### config.mk
export PLATFORM = sky130hd
export DESIGN_NAME = deq_cell
export DESIGN_NICKNAME = d
export VERILOG_FILES = /design/src/rtl/core/deq_pkg.sv /design/src/rtl/core/deq_cell.sv
export SDC_FILE = /design/constraint.sdc
export NUM_CORES = 1
export LEC_CHECK = 0
export ABC_AREA = 0
export BUFFER_PORTS_ARGS = -buffer_cell sky130_fd_sc_hd__buf_2
export CAP_MARGIN = 20
export CORE_UTILIZATION = 35
export DETAILED_ROUTE_END_ITERATION = 6
export MAX_ROUTING_LAYER = met4
export PLACE_DENSITY = 0.81
export SYNTH_ARGS = -nofsm -noshare
export SYNTH_HDL_FRONTEND = slang
export SYNTH_SLANG_ARGS = --single-unit
### constraint.sdc
create_clock -name i_clk -period 2.07 [get_ports i_clk]
set_input_delay 0.3105 -clock i_clk [delete_from_list [all_inputs] [get_ports i_clk]]
set_output_delay 0.3105 -clock i_clk [all_outputs]
set_load 0.03 [all_outputs]
### src/rtl/core/deq_pkg.sv
`timescale 1ns / 1ps
// ----------------------------------------------------------------------------
// deq_pkg
// Shared types and codes for the double-ended queue.
// ----------------------------------------------------------------------------
package deq_pkg;

    localparam int WORD_W  = 32;
    localparam int OP_W    = 3;
    localparam int COUNT_W = 7;
    localparam int ST_W    = 2;

    localparam logic [OP_W-1:0] OP_PUSH_FRONT = 3'd0;
    localparam logic [OP_W-1:0] OP_PUSH_BACK  = 3'd1;
    localparam logic [OP_W-1:0] OP_POP_FRONT  = 3'd2;
    localparam logic [OP_W-1:0] OP_POP_BACK   = 3'd3;

    localparam logic [ST_W-1:0] ST_OK    = 2'd0;
    localparam logic [ST_W-1:0] ST_EMPTY = 2'd1;
    localparam logic [ST_W-1:0] ST_FULL  = 2'd2;

    typedef logic signed [WORD_W-1:0] t_word;

    typedef struct packed {
        logic shift_in;
        logic tail_load;
        logic shift_out;
    } t_cell_ctl;

endpackage

### src/rtl/core/deq_cell.sv
`timescale 1ns / 1ps
// ----------------------------------------------------------------------------
// deq_cell
// One storage cell of the queue chain. Shifts toward the back on a front
// push, toward the front on a front pop, and loads the word on a back push
// when it sits just past the last entry.
// ----------------------------------------------------------------------------
module deq_cell
    import deq_pkg::*;
#(
    parameter int IDX   = 0,
    parameter int OCC_W = 7
) (
    input  logic             i_clk,
    input  t_cell_ctl        i_ctl,
    input  logic [OCC_W-1:0] i_occ,
    input  t_word            i_value,
    input  t_word            i_left,
    input  t_word            i_right,
    output t_word            o_data,
    output t_word            o_leaf
);

    t_word r_data;
    t_word n_data;

    always_comb begin
        n_data = r_data;
        if (i_ctl.shift_in) begin
            n_data = i_left;
        end else if (i_ctl.shift_out) begin
            n_data = i_right;
        end else if (i_ctl.tail_load && (i_occ == OCC_W'(IDX))) begin
            n_data = i_value;
        end
    end

    always_ff @(posedge i_clk) begin
        r_data <= n_data;
    end

    assign o_data = r_data;
    // only the back entry feeds the reduction tree
    assign o_leaf = (i_occ == OCC_W'(IDX + 1)) ? r_data : '0;

endmodule

==> out/metrics.json, run 1 <==
{
  "setup.worst_path.end_class": {"value": "output port"},
  "power_per_cell_area": {"value": 579.2, "unit": "nW/um^2"},
  "synth_enable_flop_cells": {"value": 32},
  "grt_start_max_net_pins": {"value": 40},
  "syn_inst": {"value": 184},
  "mappedNetlistNets": {"value": 291},
  "floorplan.die.height": {"value": 78.31, "unit": "um"},
  "clk_pin_slew": {"value": 0.05, "unit": "ns"},
  "grt_pass1_wl": {"value": 8942, "unit": "um"},
  "clkPwrFrac": {"value": 0.230},
  "crit_type": {"value": "primary input to output port"},
  "run_status": {"value": "completed"},
  "post_cts_resized": {"value": 0},
  "cts_inserted_buffers": {"value": 5},
  "postCtsHoldBufs": {"value": 0},
  "layout-area-overhead-vs-synth": {"value": 48.37, "unit": "%"},
  "wirelength": {"value": 5948, "unit": "um"},
  "remaining_overflow_grt": {"value": 0},
  "netlist_top_cells_area": {"value": "sky130_fd_sc_hd__edfxtp_1 47%, sky130_fd_sc_hd__and4b_1 16%, sky130_fd_sc_hd__mux2i_1 16%, sky130_fd_sc_hd__o21ai_0 7.9%, sky130_fd_sc_hd__nand2_1 5.9%"},
  "fmax": {"value": 563.8, "unit": "MHz"},
  "gp_congestion": {"value": 0.8287},
  "initial_utilization": {"value": 0.3657},
  "dp_hpwl": {"value": 4676, "unit": "um"},
  "die_width": {"value": 78.31, "unit": "um"},
  "critPathMaxStageDelay": {"value": 0.33, "unit": "ns"},
  "worst_hold_path_type": {"value": "primary input to flip-flop"},
  "power.share.sequential": {"value": 0.482},
  "detail_route.vias_per_cell": {"value": 4.964},
  "yosys-top-cells-count": {"value": "32 x sky130_fd_sc_hd__and4b_1, 32 x sky130_fd_sc_hd__edfxtp_1, 32 x sky130_fd_sc_hd__mux2i_1, 32 x sky130_fd_sc_hd__nand2_1, 32 x sky130_fd_sc_hd__o21ai_0"},
  "wl_per_cell": {"value": 14.20, "unit": "um"},
  "synth_top_area_share": {"value": 0.4715},
  "nNetsFinal": {"value": 456},
  "p_int": {"value": 1213, "unit": "uW"},
  "drc_errors_left": {"value": 0},
  "proportion_of_layout_cells_with_a_drive_suffix_above_1": {"value": 0.5331},
  "timing.final.hold_violations": {"value": 0},
  "antenna_cells_inserted": {"value": 0},
  "core.rowCount": {"value": 27},
  "cts.htree.levels": {"value": 2},
  "switching_share": {"value": 0.3075},
  "grt_pass1_vias": {"value": 1917},
  "maximum_vdd_drop": {"value": 0.2518, "unit": "mV"},
  "path_common_cell": {"value": "sky130_fd_sc_hd__buf_2"},
  "maxSlewHeadroom": {"value": 0.7360},
  "cts_tree": {"value": "yes"},
  "maxCapViolCount": {"value": 0},
  "ant_nets": {"value": 0},
  "path_max_fanout": {"value": 33},
  "cp_cell_sequence": {"value": "buf_2 > nor4_4 > buf_4 > and4b_1 > buf_2"},
  "start_kind": {"value": "primary input"},
  "static_leakage": {"value": 0.001648, "unit": "uW"},
  "first_pass_iters": {"value": 4},
  "finalSetupViolCount": {"value": 0},
  "grt_usage": {"value": 0.1969},
  "post_dp_cell_area": {"value": 2955, "unit": "um^2"},
  "final_cell_count_no_fill": {"value": 419},
  "timing.final.crit_share": {"value": 0.8569},
  "pwr-share-comb": {"value": 0.288},
  "synth_register_bits": {"value": 32},
  "tightest_slew": {"value": 0.3943, "unit": "ns"},
  "post-place-cells": {"value": 414},
  "detailedRoute.firstIterationViolations": {"value": 82},
  "grt_antenna_before_repair": {"value": 0},
  "post_synth_instance_area": {"value": 2038, "unit": "um^2"},
  "cp_data_required_time": {"value": 1.76, "unit": "ns"},
  "fin_setup_tns": {"value": 0, "unit": "ns"},
  "flip_flop_count_of_the_largest_register_all_copies_and_words_added": {"value": 32},
  "synth-seq-area-share": {"value": 0.4715},
  "timing.critical_path.arrival": {"value": 1.46, "unit": "ns"},
  "synthDominantAreaCellType": {"value": "sky130_fd_sc_hd__edfxtp_1"},
  "clock-sinks": {"value": 32},
  "netSwitchingPower": {"value": 538.7, "unit": "uW"},
  "die-area": {"value": 6132, "unit": "um^2"},
  "postSynthAreaPerCell": {"value": 11.08, "unit": "um^2"},
  "fin_crit": {"value": 1.774, "unit": "ns"},
  "synthArstFlopShare": {"value": 0},
  "cts.repair_timing.setup_buffer_count": {"value": 0},
  "critical_path.top_delay_family": {"value": "buffers and inverters"},
  "grt_setup_unrepaired": {"value": "false"},
  "io_buffers": {"value": 170},
  "cts_root_buf": {"value": "sky130_fd_sc_hd__clkbuf_8"},
  "synth.distinct_cells": {"value": 13},
  "top_level_pins": {"value": 171},
  "final_cell_area": {"value": 3024, "unit": "um^2"},
  "synth.yosys.warnings": {"value": 0},
  "routed-via-count": {"value": 2080},
  "slew_viol_final": {"value": 0},
  "fill_cells": {"value": 514},
  "fp.coreArea": {"value": 5574, "unit": "um^2"},
  "cp_max_stage_cell": {"value": "sky130_fd_sc_hd__buf_4"},
  "path_buf_inv": {"value": 3},
  "dominantRegCellSynth": {"value": "sky130_fd_sc_hd__edfxtp_1"},
  "buffer_levels_on_the_longest_clock_path": {"value": 2}
}
==> metrics by stage <==
step | utilization | hold slack (ns) | power, uW | setup WS [ns]
global placement | 0.5302 | 0.5896 | 1349 | 0.3459
CTS | 0.5425 | 0.3049 | 1772 | 0.2967
finish | 0.5425 | 0.3178 | 1752 | 0.2962
floorplan | - | 0.4976 | 1145 | 0.08500
detailed placement | 0.5302 | 0.5928 | 1365 | 0.3016
global route | 0.5425 | 0.3078 | 1844 | 0.2292
==> cells by family after synthesis <==
group / count (synthesis) / share of synthesized area
AO/OA/AOI/OAI: 33 / 0.08287
buffers and inverters: 20 / 0.05463
flip-flops: 32 / 0.4715
multiplexers: 32 / 0.1572
AND/OR/NAND/NOR: 67 / 0.2339
==> power by group through the flow <==
stage | logic [uW] | registers [uW] | clock network (uW)
2_1_floorplan | 138 | 1010 | 0
3_3_place_gp | 497 | 852 | 0
3_5_place_dp | 508 | 857 | 0
4_1_cts | 508 | 845 | 420
5_1_grt | 542 | 852 | 449
6_report | 505 | 844 | 404
==> cells in the final DEF, fill, tap and decap left out <==
master,synthesis,final
sky130_fd_sc_hd__a211o_1,1,1
sky130_fd_sc_hd__and4b_1,32,32
sky130_fd_sc_hd__buf_12,0,2
sky130_fd_sc_hd__buf_2,2,170
sky130_fd_sc_hd__buf_4,3,6
sky130_fd_sc_hd__clkbuf_8,0,5
sky130_fd_sc_hd__edfxtp_1,32,32
sky130_fd_sc_hd__mux2i_1,32,32
sky130_fd_sc_hd__nand2_1,32,32
sky130_fd_sc_hd__nor2b_2,0,1
sky130_fd_sc_hd__nor4_4,1,1
sky130_fd_sc_hd__nor4b_1,1,1
sky130_fd_sc_hd__o21ai_0,32,32
==> cell type report <==
class,instances,area (um^2),area share
multi-input combinational,132,968.4,0.3202
sequential,32,960.9,0.3177
timing repair buffer,178,935.9,0.3095
tap,72,90.09,0.02979
clock buffer,5,68.82,0.02276
==> final timing paths <==
kind	cells after the start	end	slack, ns	from
worst min-delay path	3	o_data[23]$_DFFE_PP_	0.32	i_left[23]
worst max-delay path	5	o_leaf[10]	0.30	i_occ[2]
==> per-layer routing <==
metal	track usage	part of all wire	vias to the layer above
li1	-	-	1034
met1	0.2116	0.40	956
met2	0.3561	0.54	82
met3	0.03837	0.049	8
met4	0.07593	0.015	0
met5	-	0	-
No activity file was read; power rests on OpenSTA's default activity.
==> run 2: changes to the inputs <==
--- a/config.mk
+++ b/config.mk
@@ -8,10 +8,10 @@
 export ABC_AREA = 0
 export BUFFER_PORTS_ARGS = -buffer_cell sky130_fd_sc_hd__buf_2
 export CAP_MARGIN = 20
-export CORE_UTILIZATION = 35
+export CORE_UTILIZATION = 30
 export DETAILED_ROUTE_END_ITERATION = 6
 export MAX_ROUTING_LAYER = met4
-export PLACE_DENSITY = 0.81
+export PLACE_DENSITY = 0.72
 export SYNTH_ARGS = -nofsm -noshare
 export SYNTH_HDL_FRONTEND = slang
 export SYNTH_SLANG_ARGS = --single-unit
==> out/metrics.json, run 2 (same netlist as run 1, synthesis figures left out) <==
{
  "run_status": {"value": "finished, violations left"},
  "failed_checks": {"value": "DRC"},
  "clock-sinks": {"value": 32, "change": "unchanged"},
  "fill_cells": {"value": 646, "change": "+26%"},
  "grt_usage": {"value": 0.1795, "change": "-0.01740"},
  "post-place-cells": {"value": 421, "change": "+1.7%"},
  "ant_nets": {"value": 0, "change": "unchanged"},
  "first_pass_iters": {"value": 6, "change": "+2"},
  "maxCapViolCount": {"value": 0, "change": "unchanged"},
  "setup.worst_path.end_class": {"value": "output port"},
  "grt_pass1_wl": {"value": 9673, "unit": "um", "change": "+8.2%"},
  "io_buffers": {"value": 170, "change": "unchanged"},
  "p_int": {"value": 1222, "unit": "uW", "change": "+0.71%"},
  "fin_setup_tns": {"value": 0, "unit": "ns", "change": "unchanged"},
  "clk_pin_slew": {"value": 0.06, "unit": "ns", "change": "about the same"},
  "hold_depth": {"value": 3, "change": "unchanged"},
  "grt_setup_unrepaired": {"value": "false"},
  "fmax": {"value": 596.4, "unit": "MHz", "change": "+5.8%"},
  "initial_utilization": {"value": 0.3156, "change": "-0.05008"},
  "fp.coreArea": {"value": 6459, "unit": "um^2", "change": "+16%"},
  "path_max_fanout": {"value": 33, "change": "unchanged"},
  "cts.repair_timing.setup_buffer_count": {"value": 0, "change": "unchanged"},
  "critPathMaxStageDelay": {"value": 0.31, "unit": "ns", "change": "-0.02 ns"},
  "slew_viol_final": {"value": 0, "change": "unchanged"},
  "hold-path-endpoint": {"value": "o_data[31]$_DFFE_PP_"},
  "timing.hold.worst.start": {"value": "i_left[31]"},
  "fin_total_pwr": {"value": 1773, "unit": "uW", "change": "+1.2%"},
  "flip_flop_count_of_the_largest_register_all_copies_and_words_added": {"value": 32, "change": "unchanged"},
  "mostFrequentLayoutCell": {"value": "sky130_fd_sc_hd__buf_2"},
  "maxSlewHeadroom": {"value": 0.7149, "change": "-0.02109"},
  "tightest_slew": {"value": 0.4218, "unit": "ns", "change": "+0.02747 ns"},
  "finalSetupViolCount": {"value": 0, "change": "unchanged"},
  "path_buf_inv": {"value": 3, "change": "unchanged"},
  "place_ws": {"value": 0.3924, "unit": "ns", "change": "+0.09086 ns"},
  "start_kind": {"value": "primary input"},
  "worst_hold_path_type": {"value": "primary input to flip-flop"},
  "die_width": {"value": 84.43, "unit": "um", "change": "+7.8%"},
  "cp_data_required_time": {"value": 1.76, "unit": "ns", "change": "about the same"},
  "routed-via-count": {"value": 2075, "change": "-0.24%"},
  "detailedRoute.firstIterationViolations": {"value": 84, "change": "+2.4%"},
  "post_cts_resized": {"value": 0, "change": "unchanged"},
  "grt_antenna_before_repair": {"value": 0, "change": "unchanged"},
  "cp_cell_sequence": {"value": "buf_2 > nor4_4 > buf_12 > and4b_1 > buf_2"},
  "timing.final.hold_violations": {"value": 0, "change": "unchanged"},
  "final_util": {"value": 0.4746, "change": "-0.06791"},
  "final_cell_count_no_fill": {"value": 428, "change": "+2.1%"},
  "timing.critical_path.arrival": {"value": 1.37, "unit": "ns", "change": "-0.09 ns"},
  "remaining_overflow_grt": {"value": 0, "change": "unchanged"},
  "buffer_levels_on_the_longest_clock_path": {"value": 2, "change": "unchanged"},
  "top_level_pins": {"value": 171, "change": "unchanged"},
  "cts_tree": {"value": "yes"},
  "cts.htree.levels": {"value": 2, "change": "unchanged"},
  "power.share.sequential": {"value": 0.475, "change": "-0.007"},
  "core.rowCount": {"value": 29, "change": "+7.4%"},
  "critical_path.top_delay_family": {"value": "buffers and inverters"},
  "gp_congestion": {"value": 0.8305, "change": "+0.22%"},
  "cts_inserted_buffers": {"value": 5, "change": "unchanged"},
  "detail_route.vias_per_cell": {"value": 4.848, "change": "-2.3%"},
  "timing.final.crit_share": {"value": 0.8100, "change": "-0.04695"},
  "floorplan.die.height": {"value": 84.43, "unit": "um", "change": "+7.8%"},
  "drc_errors_left": {"value": 8, "change": "+8"},
  "clkPwrFrac": {"value": 0.239, "change": "+0.009"},
  "cp_max_stage_cell": {"value": "sky130_fd_sc_hd__nor4_4"},
  "switching_share": {"value": 0.3110, "change": "+0.003419"},
  "nNetsFinal": {"value": 458, "change": "+0.44%"},
  "grt_start_max_net_pins": {"value": 42, "change": "+5.0%"},
  "dp_hpwl": {"value": 4787, "unit": "um", "change": "+2.4%"},
  "static_leakage": {"value": 0.001666, "unit": "uW", "change": "+1.1%"},
  "cts_root_buf": {"value": "sky130_fd_sc_hd__clkbuf_8"},
  "antenna_cells_inserted": {"value": 0, "change": "unchanged"},
  "power_per_cell_area": {"value": 578.4, "unit": "nW/um^2", "change": "-0.15%"},
  "wirelength": {"value": 6079, "unit": "um", "change": "+2.2%"},
  "fin_crit": {"value": 1.677, "unit": "ns", "change": "-0.09718 ns"},
  "postCtsHoldBufs": {"value": 0, "change": "unchanged"},
  "wl_per_cell": {"value": 14.20, "unit": "um", "change": "about the same"},
  "layout-area-overhead-vs-synth": {"value": 50.40, "unit": "%"},
  "grt_pass1_vias": {"value": 2021, "change": "+5.4%"},
  "pwr-share-comb": {"value": 0.286, "change": "-0.002"},
  "path_common_cell": {"value": "sky130_fd_sc_hd__buf_2"},
  "proportion_of_layout_cells_with_a_drive_suffix_above_1": {"value": 0.5328, "change": "about the same"},
  "fin_ws": {"value": 0.3934, "unit": "ns", "change": "+0.09718 ns"},
  "crit_type": {"value": "primary input to output port"},
  "maximum_vdd_drop": {"value": 0.2196, "unit": "mV", "change": "-13%"},
  "netSwitchingPower": {"value": 551.3, "unit": "uW", "change": "+2.3%"},
  "die-area": {"value": 7128, "unit": "um^2", "change": "+16%"}
}
-- run 2: cell types whose count changed in the layout (fill, tap and decap cells not counted) --
cell / previous run / this run
sky130_fd_sc_hd__buf_12: 2 / 3
sky130_fd_sc_hd__clkinv_1: 0 / 2
sky130_fd_sc_hd__buf_4: 6 / 7
-- run 2: power groups by stage --
stage	logic, uW	clock network [uW]	registers (uW)
5_1_grt	548	474	853
3_3_place_gp	504	0	855
2_1_floorplan	138	0	1010
3_5_place_dp	512	0	857
6_report	508	423	842
4_1_cts	513	444	844
-- run 2: cell type report --
type	instances	area, um^2	area share
well taps	77	96.34	0.03143
multi-input cells	132	968.4	0.3159
flip-flops and latches	32	960.9	0.3135
clock buffers	5	68.82	0.02245
repair buffers	180	963.4	0.3143
clock inverters	2	7.507	0.002449
-- run 2: through the flow --
step | hold WS (ns) | area [um^2]
after floorplan | 0.4976 | 2038
final | 0.3133 | 3065
after detailed placement | 0.5972 | 2989
after global placement | 0.5918 | 2989
after global routing | 0.3098 | 3065
after CTS | 0.3057 | 3065
-- run 2: metal layers --
layer / part of all wire / GRT usage / vias to the layer above
met2: 0.53 / 0.3227 / 84
met1: 0.41 / 0.2024 / 941
met4: 0.012 / 0.05547 / 0
li1: - / - / 1044
met3: 0.050 / 0.03343 / 6
met5: 0 / - / -
-- run 2: worst max path at each step --
stage                     startpoint              endpoint  slack, ns  cells after the start
after floorplan             i_occ[2]   o_data[0]$_DFFE_PP_       0.08                      3
after global placement      i_occ[2]             o_leaf[4]       0.39                      5
after detailed placement    i_occ[2]  o_data[10]$_DFFE_PP_       0.39                      5
after CTS                   i_occ[2]             o_leaf[0]       0.39                      5
after global routing        i_occ[2]            o_leaf[22]       0.34                      5
final                       i_occ[2]             o_leaf[0]       0.39                      5
